[src/hdl/sre_pkg.sv]
// Shared types and constants for the settings request exchange.
// Used by the front, queue, back and top-level modules; no dependencies.
package sre_pkg;

	localparam int AddrW = 48;
	localparam int TimeW = 32;
	localparam int CountW = 32;

	typedef enum logic [2:0] {
		OP_ANNOUNCE = 3'd0,
		OP_REQUEST  = 3'd1,
		OP_PROCESS  = 3'd2,
		OP_POLL     = 3'd3,
		OP_DONE     = 3'd4
	} op_t;

	typedef enum logic [1:0] {
		CFG_SESSION  = 2'd0,
		CFG_CAPMASK  = 2'd1,
		CFG_TIMEOUT  = 2'd2,
		CFG_RETRY    = 2'd3
	} cfg_idx_t;

	localparam logic [1:0] ST_OK      = 2'd0;
	localparam logic [1:0] ST_UNSUPP  = 2'd1;
	localparam logic [1:0] ST_BUSY    = 2'd2;
	localparam logic [1:0] ST_STORERR = 2'd3;

	localparam logic [1:0] OUT_OK   = 2'd0;
	localparam logic [1:0] OUT_BUSY = 2'd1;

	localparam logic [31:0] TimeoutRst = 32'd2500;
	localparam logic [31:0] RetryRst   = 32'd20;

	typedef struct packed {
		logic [31:0] session;
		logic [31:0] client;
		logic [31:0] sequence_n;
		logic [1:0]  mask;
		logic [7:0]  intensity;
		logic [7:0]  level;
		logic [1:0]  status;
	} rec_t;

	typedef struct packed {
		logic [2:0]  op;
		logic [47:0] peer_address;
		logic [31:0] now_ms;
		logic        decode_ok;
		logic [31:0] req_session;
		logic [31:0] client;
		logic [31:0] sequence_req;
		logic [1:0]  change_mask;
		logic [7:0]  intensity;
		logic [7:0]  level;
		logic [1:0]  store_outcome;
		logic        send_success;
	} item_t;

	// Classified event handed from front to back.
	typedef struct packed {
		item_t       item;
		logic        is_valid_op;
	} cls_t;

	typedef struct packed {
		logic        accepted;
		logic        reply_posted;
		logic        reply_ready;
		logic [47:0] reply_peer;
		rec_t        rec;
	} res_t;

	localparam int ClsW = $bits(cls_t);
	localparam int ResW = $bits(res_t);

endpackage

[src/hdl/sre_front.sv]
// Front end: accepts input requests, registers them, precomputes op validity.
// Depends on sre_pkg.
module sre_front (
	input  logic                    clk,
	input  logic                    arst_n,
	input  logic                    in_valid,
	output logic                    in_ready,
	input  sre_pkg::item_t          in_item,
	output logic                    q_valid,
	input  logic                    q_ready,
	output sre_pkg::cls_t           q_data
);
	logic           valid_s1;
	sre_pkg::cls_t  data_s1;

	assign in_ready = !valid_s1 || q_ready;
	assign q_valid = valid_s1;
	assign q_data = data_s1;

	always_ff @(posedge clk or negedge arst_n) begin
		if (!arst_n) begin
			valid_s1 <= 1'b0;
		end else if (in_ready) begin
			valid_s1 <= in_valid;
		end
	end

	always_ff @(posedge clk) begin
		if (in_ready && in_valid) begin
			data_s1.item <= in_item;
			data_s1.is_valid_op <= (in_item.op <= 3'(sre_pkg::OP_DONE));
		end
	end
endmodule

[src/hdl/sre_queue.sv]
// Two-entry queue between front and back.
// Depends on sre_pkg.
module sre_queue (
	input  logic                 clk,
	input  logic                 arst_n,
	input  logic                 wr_valid,
	output logic                 wr_ready,
	input  sre_pkg::cls_t        wr_data,
	output logic                 rd_valid,
	input  logic                 rd_ready,
	output sre_pkg::cls_t        rd_data
);
	sre_pkg::cls_t mem_q [2];
	logic          wp_q, rp_q;
	logic [1:0]    cnt_q;
	logic          wr_en, rd_en;

	assign wr_ready = cnt_q != 2'd2;
	assign rd_valid = cnt_q != 2'd0;
	assign rd_data = mem_q[rp_q];
	assign wr_en = wr_valid && wr_ready;
	assign rd_en = rd_valid && rd_ready;

	always_ff @(posedge clk or negedge arst_n) begin
		if (!arst_n) begin
			wp_q <= 1'b0;
			rp_q <= 1'b0;
			cnt_q <= 2'd0;
		end else begin
			if (wr_en) wp_q <= !wp_q;
			if (rd_en) rp_q <= !rp_q;
			cnt_q <= cnt_q + 2'(wr_en) - 2'(rd_en);
		end
	end

	always_ff @(posedge clk) begin
		if (wr_en) mem_q[wp_q] <= wr_data;
	end
endmodule

[src/hdl/sre_back.sv]
// Back end: holds exchange state and executes each event into a result.
// Depends on sre_pkg.
module sre_back (
	input  logic                 clk,
	input  logic                 arst_n,
	input  logic                 ev_valid,
	output logic                 ev_ready,
	input  sre_pkg::cls_t        ev_data,
	input  logic [31:0]          session_id,
	input  logic [1:0]           capability_mask,
	input  logic [15:0]          peer_timeout_ms,
	input  logic [15:0]          retry_interval_ms,
	output logic                 res_valid,
	input  logic                 res_ready,
	output sre_pkg::res_t        res_data
);
	logic [47:0]  peer_addr_q;
	logic         peer_known_q;
	logic [31:0]  peer_seen_at_q;
	sre_pkg::rec_t newest_q, done_reply_q, out_reply_q;
	logic         req_wait_q, done_valid_q, reply_wait_q, reply_tried_q;
	logic [31:0]  done_client_q, done_seq_q;
	logic [31:0]  reply_count_q, in_flight_q, sent_at_q;
	logic [7:0]   st_int_q, st_lvl_q;

	logic          res_v_q;
	sre_pkg::res_t res_q;

	sre_pkg::item_t it;
	logic          go, fresh, acc, pending, dup, avail, differ;
	logic [31:0]   d_seq, age, since;
	logic [1:0]    changed;
	sre_pkg::rec_t rq, res;
	sre_pkg::res_t nres;
	logic [7:0]    n_int, n_lvl;

	assign ev_ready = !res_v_q || res_ready;
	assign go = ev_valid && ev_ready;
	assign it = ev_data.item;
	assign res_valid = res_v_q;
	assign res_data = res_q;

	always_comb begin
		age = it.now_ms - peer_seen_at_q;
		since = it.now_ms - sent_at_q;
		fresh = peer_known_q && (age < {16'd0, peer_timeout_ms});
		rq = '{session: it.req_session, client: it.client, sequence_n: it.sequence_req,
			mask: it.change_mask, intensity: it.intensity, level: it.level, status: 2'd0};
		acc = it.decode_ok && peer_known_q && (it.peer_address == peer_addr_q) && fresh
			&& (it.req_session == session_id);
		if (acc && rq.client != newest_q.client && rq.mask != 2'd0) acc = 1'b0;
		d_seq = rq.sequence_n - newest_q.sequence_n;
		differ = rq.mask != newest_q.mask || rq.intensity != newest_q.intensity
			|| rq.level != newest_q.level;
		if (acc && rq.client == newest_q.client && newest_q.sequence_n != 32'd0
			&& (d_seq[31] || (d_seq == 32'd0 && differ))) acc = 1'b0;
		pending = req_wait_q && fresh;
		dup = done_valid_q && newest_q.client == done_client_q
			&& newest_q.sequence_n == done_seq_q && done_reply_q.status != sre_pkg::ST_BUSY;
		changed = newest_q.mask;
		if (newest_q.intensity == st_int_q) changed[0] = 1'b0;
		if (newest_q.level == st_lvl_q) changed[1] = 1'b0;
		n_int = st_int_q;
		n_lvl = st_lvl_q;
		res = newest_q;
		res.status = sre_pkg::ST_OK;
		if (changed != 2'd0) begin
			if ((capability_mask & changed) != changed) res.status = sre_pkg::ST_UNSUPP;
			else if (it.store_outcome == sre_pkg::OUT_OK) begin
				if (changed[0]) n_int = newest_q.intensity;
				if (changed[1]) n_lvl = newest_q.level;
			end else if (it.store_outcome == sre_pkg::OUT_BUSY) res.status = sre_pkg::ST_BUSY;
			else res.status = sre_pkg::ST_STORERR;
		end
		res.intensity = n_int;
		res.level = n_lvl;
		if (dup) res = done_reply_q;
		avail = reply_wait_q && fresh && (!reply_tried_q || since >= {16'd0, retry_interval_ms});
		nres = '0;
		case (it.op)
			3'(sre_pkg::OP_REQUEST): nres.accepted = acc;
			3'(sre_pkg::OP_PROCESS): if (pending) begin
				nres.reply_posted = 1'b1;
				nres.reply_peer = peer_addr_q;
				nres.rec = res;
			end
			3'(sre_pkg::OP_POLL): if (avail) begin
				nres.reply_ready = 1'b1;
				nres.reply_peer = peer_addr_q;
				nres.rec = out_reply_q;
			end
			default: ;
		endcase
	end

	always_ff @(posedge clk or negedge arst_n) begin
		if (!arst_n) begin
			res_v_q <= 1'b0;
			res_q <= '0;
			peer_addr_q <= '0; peer_known_q <= 1'b0; peer_seen_at_q <= '0;
			newest_q <= '0; done_reply_q <= '0; out_reply_q <= '0;
			req_wait_q <= 1'b0; done_valid_q <= 1'b0;
			reply_wait_q <= 1'b0; reply_tried_q <= 1'b0;
			done_client_q <= '0; done_seq_q <= '0;
			reply_count_q <= '0; in_flight_q <= '0; sent_at_q <= '0;
			st_int_q <= '0; st_lvl_q <= '0;
		end else begin
			if (ev_ready) res_v_q <= go;
			if (go) res_q <= nres;
			if (go && ev_data.is_valid_op) begin
				case (it.op)
					3'(sre_pkg::OP_ANNOUNCE): begin
						if (peer_known_q && peer_addr_q != it.peer_address) begin
							req_wait_q <= 1'b0; done_valid_q <= 1'b0;
							reply_wait_q <= 1'b0; newest_q <= '0;
						end
						peer_addr_q <= it.peer_address;
						peer_known_q <= 1'b1;
						peer_seen_at_q <= it.now_ms;
					end
					3'(sre_pkg::OP_REQUEST): if (acc) begin
						newest_q <= rq;
						req_wait_q <= 1'b1;
					end
					3'(sre_pkg::OP_PROCESS): begin
						req_wait_q <= 1'b0;
						if (pending) begin
							if (!dup) begin
								st_int_q <= n_int;
								st_lvl_q <= n_lvl;
							end
							done_client_q <= newest_q.client;
							done_seq_q <= newest_q.sequence_n;
							done_reply_q <= res;
							done_valid_q <= 1'b1;
							out_reply_q <= res;
							reply_wait_q <= 1'b1;
							reply_count_q <= reply_count_q + 32'd1;
						end
					end
					3'(sre_pkg::OP_POLL): if (avail) begin
						in_flight_q <= reply_count_q;
						sent_at_q <= it.now_ms;
						reply_tried_q <= 1'b1;
					end
					3'(sre_pkg::OP_DONE):
						if (it.send_success && in_flight_q == reply_count_q)
							reply_wait_q <= 1'b0;
					default: ;
				endcase
			end
		end
	end
endmodule

[src/hdl/settings_request_exchange.sv]
// Top level of the settings request exchange: config registers, front, queue, back.
// Depends on sre_pkg, sre_front, sre_queue, sre_back.
//
// channel  | direction | handshake             | payload
// s_axis   | in        | s_axis_tvalid/tready  | event request (op in tuser)
// m_axis   | out       | m_axis_tvalid/tready  | one result per event
// cfg      | in        | cfg_valid/cfg_ready   | cfg_index, cfg_data
//
// One event per cycle sustained while m_axis_tready stays high; a result passes the
// front register, the queue and the back end result register; stalls can hold it in each.
// Back end state updates in the same cycle an event leaves the queue.
// Reset clears valid flags, pointers and back end state; restores register defaults.
// Output stalls back up through the queue to s_axis_tready.
module settings_request_exchange (
	input  logic         clk,
	input  logic         arst_n,
	input  logic         s_axis_tvalid,
	output logic         s_axis_tready,
	input  logic [199:0] s_axis_tdata, // peer_address, now_ms, decode_ok, req_session,
	                                   // client, sequence_req, change_mask, intensity,
	                                   // level, store_outcome, send_success, pad
	input  logic [2:0]   s_axis_tuser, // op
	output logic         m_axis_tvalid,
	input  logic         m_axis_tready,
	output logic [167:0] m_axis_tdata, // accepted, reply_posted, reply_ready, reply_peer,
	                                   // reply_session, reply_client, reply_sequence,
	                                   // reply_mask, reply_intensity, reply_level,
	                                   // reply_status, pad
	input  logic         cfg_valid,
	output logic         cfg_ready,
	input  logic [1:0]   cfg_index,
	input  logic [31:0]  cfg_data
);
	logic [31:0] session_q;
	logic [1:0]  cap_q;
	logic [15:0] timeout_q, retry_q;

	sre_pkg::item_t item;
	sre_pkg::cls_t  f_data, q_data;
	sre_pkg::res_t  r;
	logic           f_valid, f_ready, q_valid, q_ready;

	assign cfg_ready = 1'b1;

	always_ff @(posedge clk or negedge arst_n) begin
		if (!arst_n) begin
			session_q <= '0;
			cap_q <= 2'd3;
			timeout_q <= sre_pkg::TimeoutRst[15:0];
			retry_q <= sre_pkg::RetryRst[15:0];
		end else if (cfg_valid) begin
			unique case (cfg_index)
				sre_pkg::CFG_SESSION: session_q <= cfg_data;
				sre_pkg::CFG_CAPMASK: cap_q <= cfg_data[1:0];
				sre_pkg::CFG_TIMEOUT: timeout_q <= cfg_data[15:0];
				sre_pkg::CFG_RETRY:   retry_q <= cfg_data[15:0];
				default: ;
			endcase
		end
	end

	assign item.op            = s_axis_tuser;
	assign item.peer_address  = s_axis_tdata[47:0];
	assign item.now_ms        = s_axis_tdata[79:48];
	assign item.decode_ok     = s_axis_tdata[80];
	assign item.req_session   = s_axis_tdata[112:81];
	assign item.client        = s_axis_tdata[144:113];
	assign item.sequence_req  = s_axis_tdata[176:145];
	assign item.change_mask   = s_axis_tdata[178:177];
	assign item.intensity     = s_axis_tdata[186:179];
	assign item.level         = s_axis_tdata[194:187];
	assign item.store_outcome = s_axis_tdata[196:195];
	assign item.send_success  = s_axis_tdata[197];

	sre_front u_front (
		.clk(clk), .arst_n(arst_n),
		.in_valid(s_axis_tvalid), .in_ready(s_axis_tready), .in_item(item),
		.q_valid(f_valid), .q_ready(f_ready), .q_data(f_data)
	);

	sre_queue u_queue (
		.clk(clk), .arst_n(arst_n),
		.wr_valid(f_valid), .wr_ready(f_ready), .wr_data(f_data),
		.rd_valid(q_valid), .rd_ready(q_ready), .rd_data(q_data)
	);

	sre_back u_back (
		.clk(clk), .arst_n(arst_n),
		.ev_valid(q_valid), .ev_ready(q_ready), .ev_data(q_data),
		.session_id(session_q), .capability_mask(cap_q),
		.peer_timeout_ms(timeout_q), .retry_interval_ms(retry_q),
		.res_valid(m_axis_tvalid), .res_ready(m_axis_tready), .res_data(r)
	);

	assign m_axis_tdata = {1'd0, r.rec.status, r.rec.level, r.rec.intensity, r.rec.mask,
		r.rec.sequence_n, r.rec.client, r.rec.session, r.reply_peer,
		r.reply_ready, r.reply_posted, r.accepted};
endmodule

[config.mk]
export PLATFORM = sky130hd
export DESIGN_NAME = settings_request_exchange
export DESIGN_NICKNAME = d
export VERILOG_FILES = /design/src/hdl/sre_pkg.sv /design/src/hdl/sre_front.sv /design/src/hdl/sre_queue.sv /design/src/hdl/sre_back.sv /design/src/hdl/settings_request_exchange.sv
export SDC_FILE = /design/constraint.sdc
export NUM_CORES = 2
export LEC_CHECK = 0
export ABC_CLOCK_PERIOD_IN_PS = 13500
export CORE_ASPECT_RATIO = 0.6
export CORE_MARGIN = 1
export CORE_UTILIZATION = 58
export DETAILED_ROUTE_END_ITERATION = 12
export DONT_BUFFER_PORTS = 1
export GPL_TIMING_DRIVEN = 0
export PLACE_DENSITY = 0.74
export SLEW_MARGIN = 30
export SYNTH_ARGS = -nofsm -noshare
export SYNTH_HDL_FRONTEND = slang
export SYNTH_SLANG_ARGS = --single-unit
[constraint.sdc]
create_clock -name clk -period 13.5 [get_ports clk]
set_clock_uncertainty 0.2 [all_clocks]
set_input_delay 1.35 -clock clk [delete_from_list [all_inputs] [get_ports clk]]
set_output_delay 1.35 -clock clk [all_outputs]
set_load 0.01 [all_outputs]
# Word-level counts from Yosys, hierarchy flattened
# Memory sizes are Yosys's and may differ from the RTL's.
# Cells that the tools add are included.
# op_classes
add_sub_neg	6
n_lt_le_gt_ge	3
n_eq_ne	28
n_mux	36
n_bitwise	2
n_reduce_logical	58
# op_table
op	n
$mux 116	3
$pmux 164 s2	1
$pmux 116 s2	1
$mux 165	1
$mux 164	1
$eq 32x32->1	5
$sub 32x32->32	3
$mux 8	8
$eq 48x48->1	1
$ne 48x48->1	1
$add 32x1->32 const B	1
$ge 32x16->1	1
$logic_not 32->1	1
$lt 32x16->1	1
$ne 32x32->1	1
$reduce_bool 32->1	1
$logic_and 1x1->1	23
$eq 8x8->1	2
$ne 8x8->1	2
$reduce_and 4->1	4
$mux 1	15
$reduce_and 2->1	5
$reduce_bool 2->1	5
$ne 2x1->1 const B	4
22 further kinds	42
# word_totals
ff_bits	932
ram_bits	404
in_bits	242
mem_count	1
# memory_table
name	words	word_bits	rd	rd_ports_with_merged_regs	write_ports	line_no	source
u_queue.mem_q	2	202	1	0	1	sre_queue.sv:13	sre_pkg::cls_t mem_q [2];

# Longest topological paths before layout
# An unclocked memory read counts as a cell.
# depth
word_depth	15
mapped_depth	37

# Cells and area by module
# A second synthesis with hierarchy kept.
# unflattened
hier_cells	4755
area_unflattened_um2	60997.3
# by_module_without_submodules
module	instances	cells_each	area_per_inst_um2	seq_area_each_um2
sre_back	1	3752	37433.4	16490.8
sre_queue	1	651	14911.8	12231.7
sre_front	1	207	6124.6	6090.8
settings_request_exchange	1	145	2527.4	1662.8

# Worst setup path after synthesis
# Ideal clock, no wire load.
# synth_timing
kind	reg2reg
from	register u_queue.cnt_q[1]
to	memory u_queue.mem_q[0][0] (netlist name) (enable)
setup_ps	767
t_arrival_ps	8964
t_required_ps	12533
slack_ps	3569
path_stages_with_launch	4
period_less_slack_ps	9931
path_cell_list	dfrtp_1 nand2_1 nand2_1 nor2_1
# synth_between
elab_chain_len	4
# synth_lines
element	line_no	source
from (decl)	sre_queue.sv:15	logic [1:0] cnt_q;
from (signal assigned)	sre_queue.sv:32	cnt_q <= cnt_q + 2'(wr_en) - 2'(rd_en);
$ne 2x2->1	sre_queue.sv:18	assign wr_ready = cnt_q != 2'd2;
$logic_and 1x1->1	sre_queue.sv:21	assign wr_en = wr_valid && wr_ready;
$mux 1	sre_queue.sv:37	if (wr_en) mem_q[wp_q] <= wr_data;
$mux 1 (implied by the code)	sre_queue.sv:37	
to (decl)	sre_queue.sv:13	
# Every way passes these cells.

==> impl_metrics.toml <==
[critical_path]
r2r_cells = 31
path_class = "flip-flop to flip-flop"
crit_top_cell = "buf_2"
arrival_ns = 12.60
critPathLaunchType = "flip-flop"
reg2reg_from = "u_queue.rp_q"
end_kind = "flip-flop"
crit_path_top_delay_cell = "clkbuf_1"
endpoint = "u_back.done_reply_q[36]"
crit_required_ns = 13.91
crit_fanout = 10
max_stage_delay_ns = 0.80
reg2reg_setup_slack_ns = 1.31
startpoint = "u_queue.rp_q"
r2r-end = "u_back.done_reply_q[36]"

[timing]
hold_viol_final = 0
rsz0062_at_grt = "false"
report.final.slew_viol_count = 0
worst_pin_slew_ns = 1.03
post-route-period-util = 0.903
max_freq_ghz = 0.0820
setup_slack_ns = 1.31
setup_viol = 0
period_needed_ns = 12.19
relSlewSlack = 0.311

[finish]
seqCellArea_sq_um = 36500
layout.nets = 5426
stdcell_area_sq_um = 67100
layout-drive-gt1-share = 0.141
fin_util = 0.652
multi_input_area_sq_um = 22200
fill_cells = 7771
syn2layout_area_growth_pct = 11.1

[die]
initial_core_util = 0.587
io_pins = 413
dieWidth_microns = 419
die_h_microns = 252
rows = 91
dieArea_sq_um = 105000
coreArea_sq_um = 103000

[route]
ant_nets = 0
drt-vias-per-instance = 6.29
num_vias = 41354
dr.pass1.iters = 6
drcViolationCount = 0
wl_per_cell_microns = 27.3
drt-initial-drc-count = 4747
drt_wl_total_microns = 179000

[clocking]
clockBufferDepth = 3
cts_hold_buf = 0
cts_setup_buffers = 0
path_clk_slew_ns = 0.07
clock_sinks = 1336
cts_made_buffers = 117
cts_tree = "yes"
htreeDepth = 3
clock_latency_ns = 0.78
root_buffer = "clkbuf_16"
ctsResizeCount = 0

[logic_synthesis]
synthesis.area_sq_um = 60400
synth_cells = 4900
synth_edf_count = 606
synth.ff_latch_count = 1336
synthDistinctLibCells = 81
synthFlopType = "dfrtp_1"
synth-async-reset-ratio = 0.546
yosysWarnings = 0
syn_avg_cell_area_sq_um = 12.3
syn-num-nets = 5274
yosysSeqAreaShare = 0.604

[global_routing]
top_usage_layer = "met1"
antenna_found_initial = 31
grt_max_degree = 731
grt_pass1_wl_microns = 262000
overflow = 0
use_met2 = 0.458
grt_usage = 0.339
use_met1 = 0.530
grt_pass1_vias = 38630
grt.met3_usage = 0.0919

[pwr]
seqPwrFrac = 0.383
powerDensity_nw_per_um2 = 212
p_int_mw = 8.78
p_comb_frac = 0.371
peakVddDrop_uv = 142
p_leak_nw = 28.8
switching_share = 0.382
clock_power_share = 0.246
p_switching_mw = 5.43

[placed_design]
io_buffers = 0
place_area_sq_um = 62900
place_congestion = 0.972
dpl_worst_slack_ns = 1.20
dp_hpwl_microns = 134000

[run]
maxCapViolCount = 0

[outcome]
status = "complete, no violations"

[min_path]
hold_class = "input pin to asynchronous set/reset pin"
routing by layer:
metal	routed length [microns]	share of wire
met1	81000	0.45
met2	74000	0.41
met4	4850	0.027
met5	99	0.00055
met3	19200	0.11
how the worst min path moves through the flow:
stage | startpoint | endpoint | slack, ns | cells after the start
5_1_grt | arst_n | u_back.sent_at_q[1] | 0.08 | 0
6_report | arst_n | u_back.sent_at_q[13] | 0.13 | 0
4_1_cts | arst_n | u_back.peer_seen_at_q[11] | 0.11 | 0
2_1_floorplan | u_front.q_data[0] | u_queue.mem_q[0][0] | 0.22 | 0
3_5_place_dp | u_front.q_data[192] | u_queue.mem_q[1][192] | 0.23 | 0
3_3_place_gp | u_front.q_data[55] | u_queue.mem_q[1][55] | 0.22 | 0
synthesized netlist by cell type (16+ instances only):
cell type | number | area [sq um]
nor2_1 | 283 | 1060
nand4_1 | 66 | 413
nor4_1 | 76 | 475
clkbuf_1 | 165 | 619
a22oi_1 | 19 | 143
buf_1 | 19 | 71.3
nor2b_1 | 38 | 238
a22o_1 | 48 | 420
or3_1 | 16 | 100
o21ai_1 | 44 | 220
a21o_1 | 127 | 953
o2111ai_1 | 48 | 420
nand2b_1 | 24 | 150
ha_1 | 129 | 1610
mux2_2 | 390 | 4390
buf_2 | 35 | 175
nor3_1 | 45 | 225
o21ai_0 | 287 | 1440
xor2_1 | 91 | 797
o211ai_1 | 17 | 128
mux2i_1 | 150 | 1500
edfxtp_1 | 606 | 18200
o22ai_1 | 20 | 125
or4_1 | 16 | 120
xnor2_1 | 218 | 1910
inv_1 | 238 | 893
nand3_1 | 58 | 290
o21a_1 | 35 | 263
a31oi_1 | 118 | 738
dfrtp_1 | 721 | 18000
nand2_1 | 369 | 1390
a21oi_1 | 149 | 746
critical path, delay by kind of cell (launching register included):
family	cells	cell delay [ns]
and+or+nand+nor	7	2.42
AOI/OAI and AO/OA	7	2.20
muxes	2	0.95
buffers and inverters	12	5.01
xor gates and xnor gates	1	0.27
adders and majority gates	2	0.62
DFF	1	0.32
sequential cells by signal, summed over array words and instances, names as in the netlist, 48 cells and up:
| signal | cells |
|---|---|
| u_back.done_reply_q | 98 |
| u_back.newest_q | 114 |
| u_back.peer_addr_q | 48 |
| u_back.res_data | 167 |
| u_front.q_data | 202 |
| u_queue.mem_q | 404 |
per-stage QoR:
stage	power, mW	cells	hold WS [ns]	setup TNS (ns)
floorplan	8.83	4900	0.221	0
finish	14.2	6571	0.125	0
detailed placement	10.6	6324	0.230	0
global placement	10.6	6295	0.223	-669.28
CTS	14.1	6548	0.107	0
global route	14.9	6563	0.0841	0
power groups by stage:
stage / sequential [mW] / combinational, mW / clock, mW
global route: 5.49 / 5.70 / 3.68
floorplan: 5.51 / 3.32 / 0
global placement: 5.73 / 4.82 / 0
finish: 5.44 / 5.28 / 3.50
detailed placement: 5.50 / 5.06 / 0
CTS: 5.43 / 5.10 / 3.54
cell type report:
cell class              instances  share of cell area
clock buffers                 161              0.0490
flip-flops and latches       1336               0.544
clock inverters                63              0.0108
well taps                    1395              0.0260
repair buffers                 33              0.0112
inverters                     238              0.0133
diodes                         19            0.000709
multi-input cells            3094               0.330
plain buffers                 232              0.0150
cells in the final DEF, fill, tap and decap left out, types with 129 or more instances in the layout:
| cell | netlist | final |
|---|---|---|
| a21oi_1 | 149 | 149 |
| mux2i_1 | 150 | 150 |
| o21ai_0 | 287 | 287 |
| nor2_1 | 283 | 282 |
| ha_1 | 129 | 129 |
| clkbuf_1 | 165 | 184 |
| xnor2_1 | 218 | 218 |
| mux2_2 | 390 | 390 |
| edfxtp_1 | 606 | 606 |
| nand2_1 | 369 | 369 |
| dfrtp_1 | 721 | 721 |
| inv_1 | 238 | 238 |
logic make-up after synthesis:
group                    share of synthesized area
AND/OR/NAND/NOR                             0.0865
AO/OA/AOI/OAI                                0.108
buffers and inverters                       0.0311
XOR/XNOR                                    0.0448
other                                     0.000124
adder cells (fa/ha/maj)                     0.0277
multiplexers                                0.0978
flip-flops                                   0.604
Power figures use the tool's default switching activity.
